<file path="src/hdl/dtq_pkg.sv">
`default_nettype none
package dtq_pkg;

  localparam int TIME_W = 48;
  localparam int ID_W   = 8;

  typedef enum logic [2:0] {
    ST_QUEUED   = 3'd0,
    ST_DISABLED = 3'd1,
    ST_FULL     = 3'd2,
    ST_FIRED    = 3'd3,
    ST_NOTREADY = 3'd4,
    ST_EMPTY    = 3'd5
  } status_t;

  typedef enum logic {
    REQ_ENQUEUE = 1'b0,
    REQ_POLL    = 1'b1
  } req_type_t;

  typedef struct packed {
    logic              req_type;
    logic [TIME_W-1:0] deadline;
    logic [ID_W-1:0]   task_id;
    logic              repeat_req;
    logic [TIME_W-1:0] period;
  } req_t;

  typedef struct packed {
    logic [2:0]        status;
    logic [ID_W-1:0]   fired_id;
    logic [TIME_W-1:0] head_deadline;
  } resp_t;

  typedef enum logic [2:0] {
    S_IDLE,
    S_HEAD,
    S_POP,
    S_RELOAD,
    S_SCAN,
    S_SHIFT,
    S_WRITE,
    S_DONE
  } ctl_state_t;

  // controller -> datapath commands
  typedef struct packed {
    logic load_req;
    logic rd_head;
    logic pop_step;
    logic load_reload;
    logic scan_step;
    logic shift_step;
    logic write_new;
    logic set_resp;
    logic [2:0] resp_status;
  } dp_cmd_t;

  // datapath -> controller status
  typedef struct packed {
    logic req_poll;
    logic empty;
    logic full;
    logic head_ready;
    logic head_repeat;
    logic pop_done;
    logic scan_done;
    logic shift_done;
  } dp_stat_t;

endpackage
`default_nettype wire

</file>
<file path="src/hdl/dtq_ctrl.sv">
`default_nettype none
module dtq_ctrl (
  input  wire               clk,
  input  wire               rst,
  input  wire               start,
  input  wire               enable,
  input  dtq_pkg::dp_stat_t stat,
  output dtq_pkg::dp_cmd_t  cmd,
  output logic              busy,
  output logic              done
);
  import dtq_pkg::*;

  ctl_state_t state, state_next;

  always_ff @(posedge clk) begin
    if (rst) begin
      state <= S_IDLE;
    end else begin
      state <= state_next;
    end
  end

  always_comb begin
    state_next = state;
    cmd        = '0;
    busy       = (state != S_IDLE);
    done       = 1'b0;
    case (state)
      S_IDLE: begin
        if (start) begin
          cmd.load_req = 1'b1;
          cmd.rd_head  = 1'b1;
          state_next   = S_HEAD;
        end
      end
      S_HEAD: begin
        if (!stat.req_poll) begin
          if (!enable) begin
            cmd.set_resp = 1'b1; cmd.resp_status = ST_DISABLED; state_next = S_DONE;
          end else if (stat.full) begin
            cmd.set_resp = 1'b1; cmd.resp_status = ST_FULL; state_next = S_DONE;
          end else begin
            cmd.set_resp = 1'b1; cmd.resp_status = ST_QUEUED;
            cmd.load_reload = 1'b0;
            state_next = S_SCAN;
          end
        end else if (stat.empty) begin
          cmd.set_resp = 1'b1; cmd.resp_status = ST_EMPTY; state_next = S_DONE;
        end else if (!stat.head_ready) begin
          cmd.set_resp = 1'b1; cmd.resp_status = ST_NOTREADY; state_next = S_DONE;
        end else begin
          cmd.set_resp = 1'b1; cmd.resp_status = ST_FIRED;
          cmd.rd_head = 1'b1;
          state_next = S_POP;
        end
      end
      S_POP: begin
        cmd.pop_step = 1'b1;
        if (stat.pop_done) begin
          state_next = (stat.head_repeat && enable) ? S_RELOAD : S_DONE;
        end
      end
      S_RELOAD: begin
        cmd.load_reload = 1'b1;
        state_next = S_SCAN;
      end
      S_SCAN: begin
        // issue read of entry pos-1
        if (stat.scan_done) begin
          state_next = S_WRITE;
        end else begin
          cmd.scan_step = 1'b1;
          state_next = S_SHIFT;
        end
      end
      S_SHIFT: begin
        if (stat.shift_done) begin
          state_next = S_WRITE;
        end else begin
          cmd.shift_step = 1'b1;
          state_next = S_SCAN;
        end
      end
      S_WRITE: begin
        cmd.write_new = 1'b1;
        state_next = S_DONE;
      end
      S_DONE: begin
        done = 1'b1;
        state_next = S_IDLE;
      end
      default: state_next = S_IDLE;
    endcase
  end

endmodule
`default_nettype wire

</file>
<file path="config.mk">
export PLATFORM = sky130hd
export DESIGN_NAME = dtq_ctrl
export DESIGN_NICKNAME = d
export VERILOG_FILES = /design/src/hdl/dtq_pkg.sv /design/src/hdl/dtq_ctrl.sv
export SDC_FILE = /design/constraint.sdc
export NUM_CORES = 1
export LEC_CHECK = 0
export BUFFER_PORTS_ARGS = -buffer_cell sky130_fd_sc_hd__clkbuf_2
export CAP_MARGIN = 20
export CORE_AREA = 5 5 42 44
export DETAILED_ROUTE_END_ITERATION = 8
export DIE_AREA = 0 0 47 49
export PLACE_DENSITY = 0.66
export SLEW_MARGIN = 20
export SYNTH_ARGS = -nofsm -noshare
export SYNTH_HDL_FRONTEND = slang
export SYNTH_SLANG_ARGS = --single-unit
</file>
<file path="constraint.sdc">
create_clock -name clk -period 1.2 [get_ports clk]
set_clock_uncertainty 0.1 [all_clocks]
set_input_delay 0.24 -clock clk [delete_from_list [all_inputs] [get_ports clk]]
set_output_delay 0.24 -clock clk [all_outputs]
set_load 0.02 [all_outputs]
</file>
==> flow_summary_export.csv, run 1 <==
group,metric,value,unit
critical_path,path_buf_inv,2,
floorplanning,initial_core_util,28.04,%
yosys,synth_area,392.9,sq um
drt,dr_total_vias,543,
drt,dr.pass1.iters,2,
critical_path,slowest_delay,390,ps
finish,drive_gt1_share,83.16,%
critical_path,worstPathMaxFanout,4,
power_and_ir_drop,peakVddDrop,2007,uV
yosys,synth_edf_count,0,
yosys,synthFlopType,"dfxtp_1",
drt,route.antenna.remaining_nets,0,
finish,final_cell_area,1010,sq um
grt,gr-total-overflow,0,
yosys,yosys_warnings,0,
yosys,async_flop_share,0,%
critical_path,r2r-end,"state[0]",
yosys,ys_seq_area_share,15.29,%
finish,fin_util,72.05,%
yosys,netlist_instances,46,
yosys,yosys.area.top_type,"dfxtp_1",
drt,wl_per_cell,15.06,microns
yosys,synth_top_area_share,15.29,%
drt,dr.first_iter.drc_count,3,
yosys,syn_avg_cell_area,8.541,sq um
hold_path,hold_path_class,"primary input to register",
clock_tree,clock_latency,230,ps
drt,viasPerCell,4.892,
finish,multi_input_area,411.6,sq um
yosys,synth.area.top_cells,"dfxtp_1 15%, a221oi_2 7.6%, buf_6 5.7%",
floorplanning,die_area,2303,sq um
hold_path,hold_start,"rst",
finish,largestRegisters,"state: 3 flops",
timing,rsz0062_at_grt,"true",
placement,dp_cells,99,
clock_tree,clkSlewWorstSetupHoldPaths,40,ps
yosys,ys_types,32,
critical_path,cp_top_family,"simple AND/OR/NAND/NOR gates",
clock_tree,tritoncts,"done",
timing,fin_crit,1592,ps
critical_path,cp.arrival,1250,ps
floorplanning,fp.dieW,47,microns
yosys,syn_nets,58,
critical_path,endpoint_kind,"output pin",
timing,finalCritPeriodShare,132.7,%
clock_tree,numCtsBuffers,3,
grt,grt_pass1_wl,2.628,mm
timing,setup_ws,-392.0,ps
clock_tree,htreeDepth,1,
critical_path,timing.rr.start,"state[0]",
timing,setup_viol,14,
finish,syn_to_final_growth,157.0,%
finish,seq_area,71.32,sq um
clock_tree,clkSinkCount,3,
yosys,ys_seq_elements,3,
critical_path,crit_path_top_delay_cell,"or3_4",
critical_path,worstPathRequired,860,ps
finish,finalNonFillerCells,111,
drt,drc,0,
placement,io_buffers,24,
timing,worst_slew_margin_rel,73.69,%
finish,regMostFlops,"state",
floorplanning,die_h,49,microns
hold_path,whs_endpoint,"state[0]",
timing,fmax,628.1,MHz
timing,finalSetupTns,-4187,ps
critical_path,r2r_cells,6,
critical_path,cp-start-kind,"register",
critical_path,worstSetupPathType,"register to output pin",
timing,hold_viol,0,
drt,routed_wl,1.672,mm
power_and_ir_drop,cellLeakagePower,0.4357,nW
finish,num-fill-cells,105,
grt,grt_pass1_vias,613,
finish,largest_register_ff_count,3,
finish,nets,108,
grt,grt_max_degree,9,
outcome,outcome,"finished, violations left",
finish,n_antenna_cell,0,
floorplanning,floorplan.core_area,1401,sq um
critical_path,rrSetupSlack,-110,ps
timing,tightest_slew,390.5,ps
placement,placed_cell_area,688.2,sq um
power_and_ir_drop,p_per_area,2800,nW/um^2
flow_run,drv_cap,0,
clock_tree,cts_buffer_depth,2,
placement,dp_hpwl,1.033,mm
timing,slew_viol_final,0,
grt,grt_usage,15.76,%
placement,place_congestion,0.7728,
critical_path,worstPathCellList,"buf_6 > or3_4 > buf_8",
floorplanning,pin_count,25,
floorplanning,rows,14,
hold_path,worstHoldPathCells,2,
outcome,violations,"setup timing",
clock_tree,root_buffer,"clkbuf_4",
grt,antenna_found_initial,0,
[per-stage QoR]
step           power, W  setup WS, ps  hold WS (ps)
5_1_grt        0.002992        -438.8         108.4
3_5_place_dp   0.001704        -202.0         355.1
4_1_cts        0.002477        -386.7         110.1
2_1_floorplan  0.001205        -120.2         198.8
6_report       0.002827        -392.0         121.8
3_3_place_gp   0.001679        -188.7         354.5
[layout by cell type (no fill, tap or decap), types with 2 or more instances in the layout]
cell type and n:
buf_8 7, buf_6 11, a221oi_2 2, nor2_4 2, clkbuf_4 3, dfxtp_4 3
nor3_4 2, or3_4 2, buf_4 17, and3_4 2, clkbuf_2 11, nand2_1 3
buf_12 2
[power breakdown]
group	leakage (nW)	switching (W)	total [W]	internal, W
clock network	0.0150	0.0000547	0.000179	0.000125
logic	0.394	0.000991	0.00234	0.00134
registers	0.0267	0.000126	0.000312	0.000186
total	0.436	0.00117	0.00283	0.00166
[logic make-up after synthesis]
group,synth area share (%)
AO/OA/AOI/OAI,28.98
buffers and inverters,14.33
flip-flops,15.29
AND/OR/NAND/NOR,41.40
[worst max-delay path by stage]
| stage | to | depth (start not counted) | startpoint | slack, ps |
|---|---|---|---|---|
| final | busy | 3 | state[2] | -390 |
| after global routing | cmd[6] | 4 | state[1] | -440 |
| after CTS | busy | 3 | state[1] | -390 |
| after detailed placement | busy | 3 | state[2] | -200 |
| after global placement | busy | 3 | state[2] | -190 |
| after floorplan | cmd[1] | 4 | state[2] | -120 |
[cell type report]
type	instances	share of cell area (%)
clock buffers	4	2.602
inverters	3	2.850
multi-input cells	37	40.77
flip-flops and latches	3	7.063
well taps	16	1.983
repair buffers	48	44.73
[what timing repair did]
action,4_1_cts,5_1_grt
pin swaps,9,5
resized for setup,34,30
buffers inserted,7,2
endpoints found under the setup margin,16,16
hold buffers,0,0
[metal layers]
metal  GRT usage [%]  vias to the layer above  routed length, microns
met5               0                        -                       0
met1           16.01                      250                     562
met3           2.583                        4                      77
met4           7.834                        0                      31
li1                -                      268                       -
met2           28.73                       21                    1000
[Yosys cell counts, drive strengths merged (2+ instances only)]
master,count
nand2,4
buf,3
dfxtp,3
nor3,3
a21boi,2
a21oi,2
a221oi,2
and3,2
clkinv,2
nand3b,2
nor2,2
nor3b,2
o21ai,2
o21bai,2
or3,2
Power figures use the tool's default switching activity.
==> run 2: changes to the inputs <==
--- a/config.mk
+++ b/config.mk
@@ -7,10 +7,12 @@
 export LEC_CHECK = 0
 export BUFFER_PORTS_ARGS = -buffer_cell sky130_fd_sc_hd__clkbuf_2
 export CAP_MARGIN = 20
-export CORE_AREA = 5 5 42 44
+export CELL_PAD_IN_SITES_DETAIL_PLACEMENT = 1
+export CELL_PAD_IN_SITES_GLOBAL_PLACEMENT = 1
+export CORE_MARGIN = 5
+export CORE_UTILIZATION = 24
 export DETAILED_ROUTE_END_ITERATION = 8
-export DIE_AREA = 0 0 47 49
-export PLACE_DENSITY = 0.66
+export PLACE_DENSITY = 0.75
 export SLEW_MARGIN = 20
 export SYNTH_ARGS = -nofsm -noshare
 export SYNTH_HDL_FRONTEND = slang
==> run 2 against run 1 <==
Effect of this change:
- the run still ends with setup timing left
- power decreased by 14%
- first-iteration DRC count unchanged
- register-to-register slack about the same
- hold slack improved by 1.9 ps
- combinational power decreased by 17%
- sequential share of layout area rose by 0.71 points
- global-route usage fell by 2.4 points
- highest routed layer is now met3
==> flow_summary_export.csv, run 2 (same netlist as run 1, synthesis figures left out) <==
group,metric,value,unit
finish,drive_gt1_share,76.67,%
clock_tree,tritoncts,"done",
floorplanning,floorplan.core_area,1524,sq um
finish,syn_to_final_growth,125.5,%
finish,regMostFlops,"state",
timing,fin_crit,1586,ps
critical_path,worstSetupPathType,"register to output pin",
timing,setup_ws,-385.6,ps
grt,gr-total-overflow,0,
grt,grt_pass1_vias,580,
clock_tree,clkSinkCount,3,
timing,rsz0062_at_grt,"true",
floorplanning,pin_count,25,
drt,wl_per_cell,15.80,microns
critical_path,worstPathMaxFanout,7,
grt,grt_pass1_wl,2.587,mm
power_and_ir_drop,power.internal,0.001404,W
placement,dp_hpwl,1.239,mm
timing,finalSetupTns,-3523,ps
drt,route.antenna.remaining_nets,0,
placement,place_ws,-201.6,ps
timing,tightest_slew,335.2,ps
drt,dr.first_iter.drc_count,3,
clock_tree,clock_latency,230,ps
hold_path,hold_path_class,"primary input to register",
floorplanning,fp.dieW,50.46,microns
clock_tree,htreeDepth,1,
power_and_ir_drop,peakVddDrop,1428,uV
finish,fin_util,58.13,%
grt,antenna_found_initial,0,
finish,nets,103,
clock_tree,root_buffer,"clkbuf_4",
drt,viasPerCell,4.915,
drt,dr_total_vias,521,
clock_tree,cts_buffer_depth,2,
critical_path,endpoint_kind,"output pin",
flow_run,drv_cap,0,
timing,finalCritPeriodShare,132.1,%
power_and_ir_drop,pwr-share-comb,79.8,%
finish,largest_register_ff_count,3,
finish,n_antenna_cell,0,
finish,largestRegisters,"state: 3 flops",
critical_path,cp.arrival,1250,ps
critical_path,cp-start-kind,"register",
grt,grt_usage,13.34,%
drt,dr.pass1.iters,3,
clock_tree,numCtsBuffers,3,
finish,final_common_cell,"buf_4",
floorplanning,die_h,50.46,microns
clock_tree,clkSlewWorstSetupHoldPaths,40,ps
placement,dp_cells,96,
floorplanning,die_area,2546,sq um
timing,fmax,630.7,MHz
power_and_ir_drop,pwr-share-seq,13.0,%
timing,worst_slew_margin_rel,77.42,%
timing,finalHoldWorstSlack,123.7,ps
power_and_ir_drop,swShare,42.33,%
floorplanning,initial_core_util,25.78,%
placement,io_buffers,24,
timing,slew_viol_final,0,
power_and_ir_drop,clock_power_share,7.2,%
finish,layout_common_cells,"15 x buf_4, 11 x clkbuf_2, 10 x buf_6",
floorplanning,rows,14,
timing,setup_viol,15,
power_and_ir_drop,cellLeakagePower,0.3952,nW
critical_path,worstPathRequired,860,ps
finish,finalNonFillerCells,106,
power_and_ir_drop,p_sw,0.001031,W
drt,routed_wl,1.675,mm
placement,place_congestion,0.7122,
outcome,violations,"setup timing",
outcome,outcome,"finished, violations left",
power_and_ir_drop,p_per_area,2749,nW/um^2
drt,drc,0,
grt,grt_max_degree,10,
timing,hold_viol,0,
[run 2: cell types whose count changed in the layout (fill, tap and decap cells not counted), sizes merged]
cell,before,now
clkbuf,15,17
buf,37,30
[run 2: power groups by stage]
| stage | Combinational [W] | Clock, W | Sequential [W] |
|---|---|---|---|
| after global placement | 0.00134 | 0 | 0.000274 |
| after floorplan | 0.000992 | 0 | 0.000213 |
| after global routing | 0.00207 | 0.000189 | 0.000335 |
| after detailed placement | 0.00138 | 0 | 0.000279 |
| final | 0.00194 | 0.000175 | 0.000316 |
| after CTS | 0.00165 | 0.000178 | 0.000309 |
[run 2: path summary, 6_finish.rpt]
check / start / end / slack, ps / depth (start not counted)
min reg2reg: state[0] / state[1] / 520 / 2
max: state[1] / busy / -390 / 3
min: rst / state[2] / 120 / 2
max reg2reg: state[2] / state[2] / -100 / 5
[run 2: area by class of cell]
type,instances,area [sq um]
fillers,177,638.1
multi-input cells,37,359.1
flip-flops and latches,3,68.82
inverters,3,28.78
well taps,16,20.02
clock buffers,4,26.28
repair buffers,43,382.9
[run 2: per-stage QoR]
step / cell area (sq um) / power, W
CTS: 800.8 / 0.002139
detailed placement: 665.6 / 0.001657
global route: 885.9 / 0.002591
floorplan: 455.4 / 0.001205
global placement: 665.6 / 0.001610
finish: 885.9 / 0.002435
[run 2: per-layer routing]
metal  track usage [%]  routed length, microns
met4             6.383                       0
met3             2.959                      52
met5                 0                       0
met2             26.24                    1032
met1             12.52                     590
[run 2: worst max-delay path, cell delays in order, from the launching register on]
cell	delay, ps
dfxtp_2	340
buf_6	130
or3_4	380
clkbuf_8	160
[run 2: repair_timing]
item / in CTS / in global routing
hold endpoints to repair: 0 / 0
hold buffers: 0 / 0
resized for setup: 26 / 26
setup endpoints to repair: 16 / 16
pin swaps: 4 / 7
gates cloned: 0 / 0
buffers inserted: 2 / 5
==> run 3: changes to the inputs <==
--- a/config.mk
+++ b/config.mk
@@ -11,6 +11,7 @@
 export CELL_PAD_IN_SITES_GLOBAL_PLACEMENT = 1
 export CORE_MARGIN = 5
 export CORE_UTILIZATION = 24
+export CTS_BUF_LIST = sky130_fd_sc_hd__clkbuf_4 sky130_fd_sc_hd__clkbuf_8 sky130_fd_sc_hd__clkbuf_16
 export DETAILED_ROUTE_END_ITERATION = 8
 export PLACE_DENSITY = 0.75
 export SLEW_MARGIN = 20
==> run 3 against run 2 <==
Effect of this change:
- the run still ends with setup timing left
- setup slack got worse by 1.8 ps
- final cell count unchanged
- sequential power about the same
- combinational power about the same
- die area unchanged
- utilization increased by 0.25 points
- power increased by 1.0%
- largest power group unchanged
- highest routed layer unchanged
==> flow_summary_export.csv, run 3 (same netlist as run 1, synthesis figures left out) <==
group,metric,value,unit
outcome,outcome,"finished, violations left",
outcome,violations,"setup timing",
timing,fmax,630.0,MHz
power_and_ir_drop,cellLeakagePower,0.3986,nW
timing,worst_slew_margin_rel,77.42,%
finish,fin_util,58.37,%
power_and_ir_drop,swShare,41.98,%
timing,setup_ws,-387.4,ps
critical_path,worstPathRequired,860,ps
clock_tree,clkSinkCount,3,
timing,tightest_slew,335.2,ps
power_and_ir_drop,clock_power_share,8.1,%
drt,viasPerCell,4.934,
timing,finalHoldWorstSlack,121.9,ps
clock_tree,numCtsBuffers,3,
power_and_ir_drop,peakVddDrop,1428,uV
grt,grt_usage,13.46,%
power_and_ir_drop,p_total,0.002460,W
floorplanning,pin_count,25,
placement,place_congestion,0.7122,
drt,route.antenna.remaining_nets,0,
finish,final_common_cell,"buf_4",
critical_path,endpoint_kind,"output pin",
drt,wl_per_cell,15.84,microns
grt,antenna_found_initial,0,
power_and_ir_drop,p_per_area,2765,nW/um^2
critical_path,worstPathMaxFanout,7,
grt,grt_pass1_vias,576,
placement,io_buffers,24,
grt,grt_pass1_wl,2.580,mm
floorplanning,initial_core_util,25.78,%
finish,syn_to_final_growth,126.4,%
finish,multi_input_area,359.1,sq um
timing,rsz0062_at_grt,"true",
placement,dp_hpwl,1.239,mm
timing,finalCritPeriodShare,132.3,%
timing,hold_viol,0,
power_and_ir_drop,pwr-share-comb,79.0,%
drt,met2WireLength,1.034,mm
drt,dr.first_iter.drc_count,3,
floorplanning,rows,14,
drt,dr.max_layer_used,"met3",
floorplanning,die_h,50.46,microns
hold_path,hold_path_class,"primary input to register",
drt,dr_total_vias,523,
flow_run,drv_cap,0,
power_and_ir_drop,pwr-share-seq,12.9,%
timing,fin_crit,1587,ps
finish,regMostFlops,"state",
critical_path,cp.arrival,1250,ps
power_and_ir_drop,power.internal,0.001427,W
clock_tree,tritoncts,"done",
drt,drc,0,
drt,met1_length,591,microns
placement,placed_cell_area,665.6,sq um
clock_tree,clkSlewWorstSetupHoldPaths,40,ps
finish,largestRegisters,"state: 3 flops",
power_and_ir_drop,p_sw,0.001033,W
floorplanning,fp.dieW,50.46,microns
grt,grt_max_degree,10,
grt,gr-total-overflow,0,
finish,drive_gt1_share,77.78,%
finish,seq_area,68.82,sq um
drt,wl_met3,52,microns
critical_path,worstSetupPathType,"register to output pin",
drt,dr.pass1.iters,3,
finish,layout_common_cells,"15 x buf_4, 11 x clkbuf_2, 10 x buf_6",
clock_tree,root_buffer,"clkbuf_4",
finish,n_antenna_cell,0,
clock_tree,cts_buffer_depth,2,
drt,routed_wl,1.679,mm
timing,setup_viol,15,
finish,nets,103,
floorplanning,floorplan.core_area,1524,sq um
finish,final_cell_area,889.6,sq um
finish,num-fill-cells,178,
floorplanning,die_area,2546,sq um
clock_tree,clock_latency,230,ps
clock_tree,htreeDepth,1,
finish,largest_register_ff_count,3,
critical_path,cp-start-kind,"register",
timing,slew_viol_final,0,
-- run 3: changes by cell type in the layout (fill, tap and decap cells not counted) --
cell / delta
clkbuf_1: -1
clkbuf_4: +1
-- run 3: path summary, 6_finish.rpt --
path / startpoint / to / slack [ps] / cells past startpoint
setup / recovery: state[1] / busy / -390 / 3
hold / removal: rst / state[2] / 120 / 2
setup reg to reg: state[2] / state[2] / -100 / 5
hold reg to reg: state[0] / state[1] / 520 / 2
-- run 3: critical path: stages (launching register included) --
cell and delay, ps:
dfxtp_2 340, buf_6 130, or3_4 380, clkbuf_8 160
-- run 3: area by class of cell --
type	instances	share of cell area, %
tap	16	2.250
inverter	3	3.235
sequential	3	7.736
timing repair buffer	43	43.04
clock buffer	4	3.376
multi-input combinational	37	40.37
-- run 3: power by group through the flow --
stage | clock [W] | combinational (W) | sequential [W]
floorplan | 0 | 0.000992 | 0.000213
detailed placement | 0 | 0.00138 | 0.000279
global route | 0.000213 | 0.00207 | 0.000335
finish | 0.000199 | 0.00194 | 0.000317
CTS | 0.000204 | 0.00165 | 0.000309
global placement | 0 | 0.00134 | 0.000274
-- run 3: through the flow --
stage / cells / setup WS, ps / TNS, ps
after global routing: 106 / -420.2 / -4387
after global placement: 96 / -188.7 / -1489
after CTS: 102 / -373.5 / -3620
after floorplan: 46 / -120.2 / -526.5
after detailed placement: 96 / -201.6 / -1825
final: 106 / -387.4 / -3548
-- run 3: repair_timing --
| action | in CTS | in global routing |
|---|---|---|
| hold buffers | 0 | 0 |
| gates cloned | 0 | 0 |
| endpoints found under the setup margin | 16 | 16 |
| pin swaps | 4 | 7 |
| buffers inserted | 2 | 5 |
| resized for setup | 26 | 26 |
-- run 3: routing by layer --
metal | vias to the layer above | global-route usage, %
li1 | 260 | -
met1 | 249 | 12.52
met2 | 14 | 26.03
met3 | 0 | 2.959
met4 | 0 | 7.660
met5 | - | 0
